**src/rtl/ows_pkg.sv**
```systemverilog
// Types and constants of the ROM search engine.
package ows_pkg;

  localparam int unsigned PosW   = 7;
  localparam int unsigned AddrW  = 64;
  localparam int unsigned FamW   = 8;
  localparam int unsigned InDW   = 16;
  localparam int unsigned OutDW  = 72;
  localparam int unsigned ReqW   = 2;
  localparam int unsigned KindW  = 3;

  typedef enum logic [ReqW-1:0] {
    REQ_RESTART = 2'd0,
    REQ_PREFIX  = 2'd1,
    REQ_BEGIN   = 2'd2,
    REQ_BITPAIR = 2'd3
  } req_e;

  typedef enum logic [KindW-1:0] {
    KIND_ACK   = 3'd0,
    KIND_PASS  = 3'd1,
    KIND_DIR   = 3'd2,
    KIND_FOUND = 3'd3,
    KIND_NONE  = 3'd4
  } kind_e;

endpackage

```
**src/rtl/onewire_rom_search_engine.sv**
```systemverilog
// ROM search engine: an input transaction is held in the input register, its result
// in the result register. Throughput one item per cycle unless the result stalls;
// the input register feeds one decision step that updates the search state and loads
// the result register in the same cycle. Each input transaction yields exactly one
// result transaction. rst_ni is asynchronous, active low: search state cleared, bit
// position 1, both stages empty.
module onewire_rom_search_engine #(
  parameter int unsigned ROM_WIDTH = 64
) (
  input  logic                       clk_i,
  input  logic                       rst_ni,
  input  logic                       s_axis_tvalid_i,
  output logic                       s_axis_tready_o,
  // [7:0] family byte, [8] presence, [9] id_bit, [10] complement_bit,
  // [11] read_error, [15:12] zero
  input  logic [ows_pkg::InDW-1:0]   s_axis_tdata_i,
  // [1:0] req_type
  input  logic [ows_pkg::ReqW-1:0]   s_axis_tuser_i,
  output logic                       m_axis_tvalid_o,
  input  logic                       m_axis_tready_i,
  // [0] direction_bit, [64:1] device_address, [65] last_device, [71:66] zero
  output logic [ows_pkg::OutDW-1:0]  m_axis_tdata_o,
  // [2:0] result_kind
  output logic [ows_pkg::KindW-1:0]  m_axis_tuser_o
);

  localparam int unsigned RomW = ROM_WIDTH;
  localparam int unsigned IdxW = (RomW > 1) ? $clog2(RomW) : 1;
  localparam int unsigned PosW = ows_pkg::PosW;

  // input stage
  logic                      in_vld_q;
  ows_pkg::req_e             in_req_q;
  logic [11:0]               in_dat_q;

  // search state
  logic [RomW-1:0]           rom_q, rom_d;
  logic [PosW-1:0]           ld_q, ld_d;
  logic                      lf_q, lf_d;
  logic                      pass_q, pass_d;
  logic [PosW-1:0]           pos_q, pos_d;
  logic [PosW-1:0]           lz_q, lz_d;

  // result stage
  logic                      out_vld_q;
  ows_pkg::kind_e            kind_q, kind_d;
  logic                      dir_q, dir_d;
  logic [ows_pkg::AddrW-1:0] addr_q, addr_d;
  logic                      last_q, last_d;

  logic                      step;

  assign step            = in_vld_q && (!out_vld_q || m_axis_tready_i);
  assign s_axis_tready_o = !in_vld_q || step;

  always_comb begin
    logic [ows_pkg::FamW-1:0] fam;
    logic                     pres, idb, cmpb, err;
    logic [PosW-1:0]          pos;
    logic [IdxW-1:0]          idx;
    logic [RomW-1:0]          rom_n;
    logic [PosW-1:0]          lz_n;

    fam  = in_dat_q[7:0];
    pres = in_dat_q[8];
    idb  = in_dat_q[9];
    cmpb = in_dat_q[10];
    err  = in_dat_q[11];

    pos = pos_q;
    if (pos_q == '0 || pos_q > PosW'(RomW)) begin
      pos = PosW'(1);
    end
    idx   = IdxW'(pos - PosW'(1));
    rom_n = rom_q;
    lz_n  = lz_q;

    rom_d  = rom_q;
    ld_d   = ld_q;
    lf_d   = lf_q;
    pass_d = pass_q;
    pos_d  = pos_q;
    lz_d   = lz_q;
    kind_d = ows_pkg::KIND_ACK;
    dir_d  = 1'b0;
    addr_d = '0;
    last_d = 1'b0;

    case (in_req_q)
      ows_pkg::REQ_RESTART: begin
        rom_d  = '0;
        ld_d   = '0;
        lf_d   = 1'b0;
        pass_d = 1'b0;
        pos_d  = PosW'(1);
        lz_d   = '0;
      end
      ows_pkg::REQ_PREFIX: begin
        rom_d  = RomW'(fam);
        ld_d   = PosW'(RomW);
        lf_d   = 1'b0;
        pass_d = 1'b0;
        pos_d  = PosW'(1);
      end
      ows_pkg::REQ_BEGIN: begin
        pos_d = PosW'(1);
        if (lf_q || !pres) begin
          ld_d   = '0;
          lf_d   = 1'b0;
          pass_d = 1'b0;
          kind_d = ows_pkg::KIND_NONE;
        end else begin
          pass_d = 1'b1;
          lz_d   = '0;
          kind_d = ows_pkg::KIND_PASS;
        end
      end
      ows_pkg::REQ_BITPAIR: begin
        if (pass_q) begin
          if (err || (idb && cmpb)) begin
            ld_d   = '0;
            lf_d   = 1'b0;
            pass_d = 1'b0;
            pos_d  = PosW'(1);
            kind_d = ows_pkg::KIND_NONE;
          end else begin
            if (idb != cmpb) begin
              dir_d = idb;
            end else begin
              // discrepancy: follow the previous path below the last branch point
              if (pos < ld_q) begin
                dir_d = rom_q[idx];
              end else begin
                dir_d = (pos == ld_q);
              end
              if (!dir_d) begin
                lz_n = pos;
              end
            end
            rom_n[idx] = dir_d;
            rom_d      = rom_n;
            lz_d       = lz_n;
            if (pos >= PosW'(RomW)) begin
              pass_d = 1'b0;
              pos_d  = PosW'(1);
              if (rom_n[7:0] == '0) begin
                ld_d   = '0;
                lf_d   = 1'b0;
                kind_d = ows_pkg::KIND_NONE;
                dir_d  = 1'b0;
              end else begin
                ld_d   = lz_n;
                lf_d   = (lz_n == '0);
                kind_d = ows_pkg::KIND_FOUND;
                addr_d = ows_pkg::AddrW'(rom_n);
                last_d = (lz_n == '0);
              end
            end else begin
              pos_d  = pos + PosW'(1);
              kind_d = ows_pkg::KIND_DIR;
            end
          end
        end
      end
      default: begin
        kind_d = ows_pkg::KIND_ACK;
      end
    endcase
  end

  always_ff @(posedge clk_i or negedge rst_ni) begin
    if (!rst_ni) begin
      in_vld_q  <= 1'b0;
      out_vld_q <= 1'b0;
      rom_q     <= '0;
      ld_q      <= '0;
      lf_q      <= 1'b0;
      pass_q    <= 1'b0;
      pos_q     <= PosW'(1);
      lz_q      <= '0;
    end else begin
      if (s_axis_tready_o) begin
        in_vld_q <= s_axis_tvalid_i;
      end
      if (step) begin
        out_vld_q <= 1'b1;
        rom_q     <= rom_d;
        ld_q      <= ld_d;
        lf_q      <= lf_d;
        pass_q    <= pass_d;
        pos_q     <= pos_d;
        lz_q      <= lz_d;
      end else if (m_axis_tready_i) begin
        out_vld_q <= 1'b0;
      end
    end
  end

  always_ff @(posedge clk_i) begin
    if (s_axis_tready_o && s_axis_tvalid_i) begin
      in_req_q <= ows_pkg::req_e'(s_axis_tuser_i);
      in_dat_q <= s_axis_tdata_i[11:0];
    end
    if (step) begin
      kind_q <= kind_d;
      dir_q  <= dir_d;
      addr_q <= addr_d;
      last_q <= last_d;
    end
  end

  assign m_axis_tvalid_o = out_vld_q;
  assign m_axis_tuser_o  = kind_q;
  assign m_axis_tdata_o  = {6'b0, last_q, addr_q, dir_q};

endmodule

```
**config.mk**
```make
export PLATFORM = sky130hd
export DESIGN_NAME = onewire_rom_search_engine
export DESIGN_NICKNAME = d
export VERILOG_FILES = /design/src/rtl/ows_pkg.sv /design/src/rtl/onewire_rom_search_engine.sv
export SDC_FILE = /design/constraint.sdc
export NUM_CORES = 1
export LEC_CHECK = 0
export BUFFER_PORTS_ARGS = -buffer_cell sky130_fd_sc_hd__buf_2
export CORE_ASPECT_RATIO = 0.75
export CORE_MARGIN = 2
export CORE_UTILIZATION = 55
export DETAILED_ROUTE_END_ITERATION = 16
export GPL_ROUTABILITY_DRIVEN = 0
export PLACE_DENSITY_LB_ADDON = 0.2
export SYNTH_ARGS = -nofsm -noshare
export SYNTH_HDL_FRONTEND = slang
export SYNTH_SLANG_ARGS = --single-unit
```
**constraint.sdc**
```tcl
create_clock -name clk_i -period 9.7 [get_ports clk_i]
set_input_delay 0 -clock clk_i [delete_from_list [all_inputs] [get_ports clk_i]]
set_output_delay 0 -clock clk_i [all_outputs]
set_load 0.01 [all_outputs]
```
==> results.toml, run 1 <==
[timing]
finalSetupViolCount = 0
hold_violations = 0
min_period_ns = 6.56
fmax_ghz = 0.152
timing.setup.tns_ns = 0
maxSlewViolCount = 0
relSlewSlack = 0.200
fin_crit_sh = 0.677
tightest_slew_ns = 1.19
rsz0062_at_grt = "false"
fin_skew_ns = 0.0138

[yosys]
syn_inst = 1008
synth_cell_type_count = 74
async_flop_share = 0.517
ys_seq_area_frac = 0.499
yosys.area.top_type = "edfxtp_1"
synth-edff-count = 83
yosysMostFrequentCell = "nand2_1"
synth_common_cells = "nand2_1, a21oi_1, o21ai_0"
ys_seq_elements = 172
synth_ff_type = "dfrtp_1"
synth_top_area_share = 0.263
synth_area_per_cell_um2 = 9.39
synth_area_leaders = "edfxtp_1, dfrtp_1, a21oi_1"
yosys_warnings = 0
syn_area_um2 = 9470

[setup_path]
cp-end-kind = "register"
worstSetupStartpoint = "pos_q[2]$_DFFE_PN0P_"
cp_slowest_cell = "buf_4"
crit_fanout = 66
critPathKind = "reg -> reg"
slowest_delay_ns = 0.63
regToRegStartpoint = "pos_q[2]$_DFFE_PN0P_"
required_ns = 9.84
path_cells = "or4_4, o31ai_4, nand2_4, inv_4, ha_1, xnor2_1, buf_4, nand2_1, nor2_1, a21boi_0, o21ai_0, o211ai_1, o21ai_4, buf_4, a21oi_1"
worst-r2r-cell-count = 15
arrival_ns = 6.70
cp-start-kind = "register"
critPathMostFrequentCell = "buf_4"

[power]
cellInternalPower_mw = 1.32
clkPwrFrac = 0.376
swShare = 0.304
p_sw_mw = 0.577
peakVddDrop_uv = 118
seq_power_share = 0.438
p_leak_nw = 4.12
p_comb_frac = 0.185
p_per_area_nw_per_um2 = 176

[clock_network]
clkLatencyLatePin_ns = 0.44
cts_tree = "built"
htree_levels = 4
postCtsSetupRepairBufs = 0
cts_hold_buf = 19
cts_buffer_depth = 2
cts_sinks = 172
post_cts_resize_count = 0
numCtsBuffers = 17
cts_root_buffer = "clkbuf_16"
path_clk_slew_ns = 0.07

[detailed_routing]
viasPerCell = 6.49
routedWlPerCell_um = 20.8
drt_iter0_drc = 1107
antenna_left = 0
drtPass1Iterations = 6
drc = 0
vias = 8454
wirelength_um = 27200

[floorplanning]
io_pins = 99
die_x_um = 156
start_util = 0.563
die_height_um = 118
core-area_um2 = 16800
rows = 41
die-area_um2 = 18300

[worst_hold_path]
min_path_cells = 2
hp-start = "s_axis_tdata_i[10]"
hold_class = "in -> reg"

[finish]
fin_util = 0.639
nets = 1107
area_delta_synth_final_pct = 13.6
layout-drive-gt1-share = 0.153
num_antenna_cells = 0

[run_status]
outcome = "finished clean"

[grt]
antenna_found_initial = 0
grt_use_total = 0.304
grt_pass1_wl_um = 43400
grt_pass1_vias = 7872
overflow = 0
grt_max_degree = 78

[place]
hpwl_um = 17100
io_buffers = 88

[run]
cap_violations = 0
==> layout make-up <==
class	count	area, µm²
fill	1377	6070
timing repair buffer	122	746
multi-input combinational	737	4320
tap	215	269
inverter	25	96.3
clock inverter	12	161
sequential	172	4720
clock buffer	20	447
==> critical path: cells and delay by family (launching register included) <==
family	cells	cell delay [ns]
compound gates	6	1.78
simple gates	4	1.72
flops	1	0.53
xor+xnor	1	0.34
buf+inv	3	1.30
fa+ha+maj	1	0.56
==> stage by stage <==
stage               instance area (µm²)  total power [mW]  cells  setup slack, ns  hold slack [ns]
floorplan                          9490              1.07   1013             5.03           -0.296
global placement                   9960              1.17   1252             3.45           -0.135
detailed placement                 9960              1.18   1252             3.41           -0.139
CTS                               10800              1.89   1303             3.38            0.258
global route                      10800              1.96   1303             2.92            0.272
finish                            10800              1.90   1303             3.14            0.267
==> sequential cells by signal, indices dropped and copies added (netlist names) <==
register,flops
addr_q,64
dir_q,1
in_dat_q,12
in_req_q,2
in_vld_q,1
last_q,1
ld_q,7
lf_q,1
lz_q,7
m_axis_tuser_o,3
m_axis_tvalid_o,1
pass_q,1
pos_q,7
rom_q,64
==> logic make-up after synthesis <==
kind of cell / Yosys count / share of synthesized area
AOI/OAI and AO/OA: 327 / 0.202
xor gates and xnor gates: 5 / 0.00462
adders and majority gates: 10 / 0.0132
buffers and inverters: 104 / 0.0514
DFF: 172 / 0.499
muxes: 44 / 0.0576
other: 1 / 0.000396
and+or+nand+nor: 345 / 0.172
==> power groups by stage <==
stage	registers [mW]	clock network (mW)	logic [mW]
2_1_floorplan	0.844	0	0.227
5_1_grt	0.834	0.750	0.377
4_1_cts	0.830	0.717	0.344
3_3_place_gp	0.843	0	0.331
3_5_place_dp	0.844	0	0.336
6_report	0.831	0.714	0.352
==> per-layer routing <==
layer | vias to the layer above | part of all wire | track usage
met5 | - | 0 | 0
met4 | 0 | 0.021 | 0.0894
met3 | 54 | 0.10 | 0.0729
met2 | 483 | 0.43 | 0.427
met1 | 4115 | 0.44 | 0.467
li1 | 3802 | - | -
==> placed cells by master (no fill, tap or decap), types with 5 or more instances in the layout <==
cell type | synthesis | final
buf_4 | 16 | 16
a211oi_1 | 5 | 5
o21ai_0 | 108 | 108
ha_1 | 10 | 10
and2_1 | 6 | 6
mux2i_1 | 32 | 32
o211ai_1 | 6 | 6
inv_1 | 22 | 21
nor2_1 | 76 | 76
nor3_1 | 17 | 16
o31ai_1 | 6 | 6
nor4_1 | 9 | 9
nand2b_1 | 14 | 14
clkbuf_16 | 0 | 17
mux4_2 | 8 | 8
buf_2 | 15 | 87
o22ai_1 | 17 | 17
dlygate4sd3_1 | 0 | 19
a21oi_1 | 115 | 114
dfrtp_1 | 88 | 88
conb_1 | 1 | 6
a22o_1 | 16 | 16
nand3_1 | 55 | 54
nor2b_1 | 6 | 6
o21ai_1 | 13 | 12
nand2_1 | 136 | 134
edfxtp_1 | 83 | 83
==> worst paths after layout <==
kind / to / slack, ns
setup / recovery: addr_q[25]$_SDFFCE_PP0P_ / 3.14
hold / removal: in_dat_q[10]$_DFFE_PP_ / 0.27
setup reg to reg: addr_q[25]$_SDFFCE_PP0P_ / 3.14
hold reg to reg: rom_q[6]$_DFFE_PN0P_ / 0.49
max in group asynchronous: rom_q[26]$_DFFE_PN0P_ / 8.61
min in group asynchronous: rom_q[2]$_DFFE_PN0P_ / 0.38
No activity file was read; power rests on OpenSTA's default activity.
==> run 2: changes to the inputs <==
==> constraint.sdc (replaced) <==
create_clock -name clk_i -period 6.7 [get_ports clk_i]
set_input_delay 0 -clock clk_i [delete_from_list [all_inputs] [get_ports clk_i]]
set_output_delay 0 -clock clk_i [all_outputs]
set_load 0.01 [all_outputs]
==> results.toml, run 2 (synthesis results as in run 1) <==
[floorplanning]
die_x_um = 156
start_util = 0.563
die_height_um = 118
die-area_um2 = 18300
rows = 41
io_pins = 99
core-area_um2 = 16800

[timing]
fmax_ghz = 0.175
hold_violations = 0
fin_crit_sh = 0.854
min_period_ns = 5.72
timing.setup.tns_ns = 0
fin_skew_ns = 0.0107
finalSetupViolCount = 0
relSlewSlack = 0.291
whs_ns = 0.0813
tightest_slew_ns = 1.06
rsz0062_at_grt = "false"
maxSlewViolCount = 0

[setup_path]
path_cells = "or4_4, o31ai_4, nand2_4, inv_4, ha_1, buf_4, nand4bb_1, a21oi_1, o211ai_1, nor3_1, nand2b_1, a221oi_1, o211ai_1, o21ai_4, buf_4, a21oi_1"
required_ns = 6.87
cp-end-kind = "register"
arrival_ns = 5.89
worst-r2r-cell-count = 16
crit_fanout = 25
cp_slowest_cell = "or4_4"
path_buf_inv = 3
critPathKind = "reg -> reg"
slowest_delay_ns = 0.58
cp-start-kind = "register"
crit_cells = 16
path_delay_family = "compound AO/OA/AOI/OAI gates"

[power]
p_leak_nw = 4.14
peakVddDrop_uv = 171
p_per_area_nw_per_um2 = 245

[detailed_routing]
drtPass1Iterations = 6
wirelength_um = 26500
routedWlPerCell_um = 20.2
drc = 0
drt_iter0_drc = 1065
antenna_left = 0
viasPerCell = 6.34
vias = 8327

[finish]
layout_commonest_cell = "nand2_1"
nets = 1118
layout-drive-gt1-share = 0.158
fin_area_um2 = 10800
largestRegisters = "addr_q x64, rom_q x64, in_dat_q x12"
layout_common_cells = "nand2_1, a21oi_1, o21ai_0, dfrtp_1, buf_2"
area_delta_synth_final_pct = 13.8
num_antenna_cells = 0

[clock_network]
cts_root_buffer = "clkbuf_16"
postCtsSetupRepairBufs = 0
path_clk_slew_ns = 0.07
cts_sinks = 172
cts_buffer_depth = 2
htree_levels = 4
clkLatencyLatePin_ns = 0.44
cts_tree = "built"
numCtsBuffers = 17

[worst_hold_path]
hold_class = "in -> async"

[place]
io_buffers = 88
hpwl_um = 17400
placed_area_um2 = 10100

[grt]
grt_pass1_wl_um = 42500
grt_max_degree = 60
grt_use_total = 0.297
antenna_found_initial = 0
grt_pass1_vias = 7686
overflow = 0

[run]
cap_violations = 0

[run_status]
outcome = "finished clean"
run 2: cell count changes in the layout (fill, tap and decap cells not counted), moves of 2 or more:
cell	delta
bufinv_16	-2
clkinv_1	+2
buf_4	+11
clkbuf_1	+2
run 2: cell type report:
cell class	count	area, µm²
fillers	1396	6050
inverters	25	96.3
repair buffers	133	838
well taps	215	269
clock buffers	21	440
flip-flops and latches	172	4720
clock inverters	11	93.8
multi-input cells	737	4310
run 2: path summary, 6_finish.rpt:
check | endpoint | slack, ns | from
min reg2reg | rom_q[7]$_DFFE_PN0P_ | 0.50 | in_dat_q[7]$_DFFE_PP_
min in group clk_i | in_req_q[0]$_DFFE_PP_ | 0.26 | s_axis_tuser_i[0]
max | addr_q[57]$_SDFFCE_PP0P_ | 0.98 | pos_q[2]$_DFFE_PN0P_
max in group asynchronous | rom_q[44]$_DFFE_PN0P_ | 5.55 | rst_ni
max reg2reg | addr_q[57]$_SDFFCE_PP0P_ | 0.98 | pos_q[2]$_DFFE_PN0P_
min | pass_q$_DFFE_PN0P_ | 0.08 | rst_ni
run 2: metrics by stage:
stage | power, mW | util | cells | setup slack [ns]
CTS | 2.63 | 0.640 | 1314 | 1.07
finish | 2.64 | 0.640 | 1314 | 0.979
global route | 2.72 | 0.640 | 1314 | 0.665
detailed placement | 1.71 | 0.598 | 1264 | 1.12
floorplan | 1.55 | - | 1013 | 2.03
global placement | 1.70 | 0.598 | 1264 | 1.10
run 2: where the power goes:
group / internal [mW] / switching, mW
registers: 1.16 / 0.0419
clock network: 0.509 / 0.416
logic: 0.157 / 0.352
run 2: worst register-to-register path, delay by kind of cell, from the launching register on:
family                     cells  cell delay [ns]
DFF                            1             0.53
and+or+nand+nor                5             1.60
buffers and inverters          3             0.88
AOI/OAI and AO/OA              7             2.19
adders and majority gates      1             0.27
run 2: layer usage:
layer	global-route usage	vias to the layer above	wire length, µm
li1	-	3825	-
met1	0.462	3936	11800
met2	0.417	510	11200
met3	0.0652	56	2870
met4	0.0814	0	592
met5	0	-	0
run 2: repair_timing:
item                                   CTS  global route
resized for setup                        0             0
hold buffers                            18             0
endpoints found under the hold margin   59             0
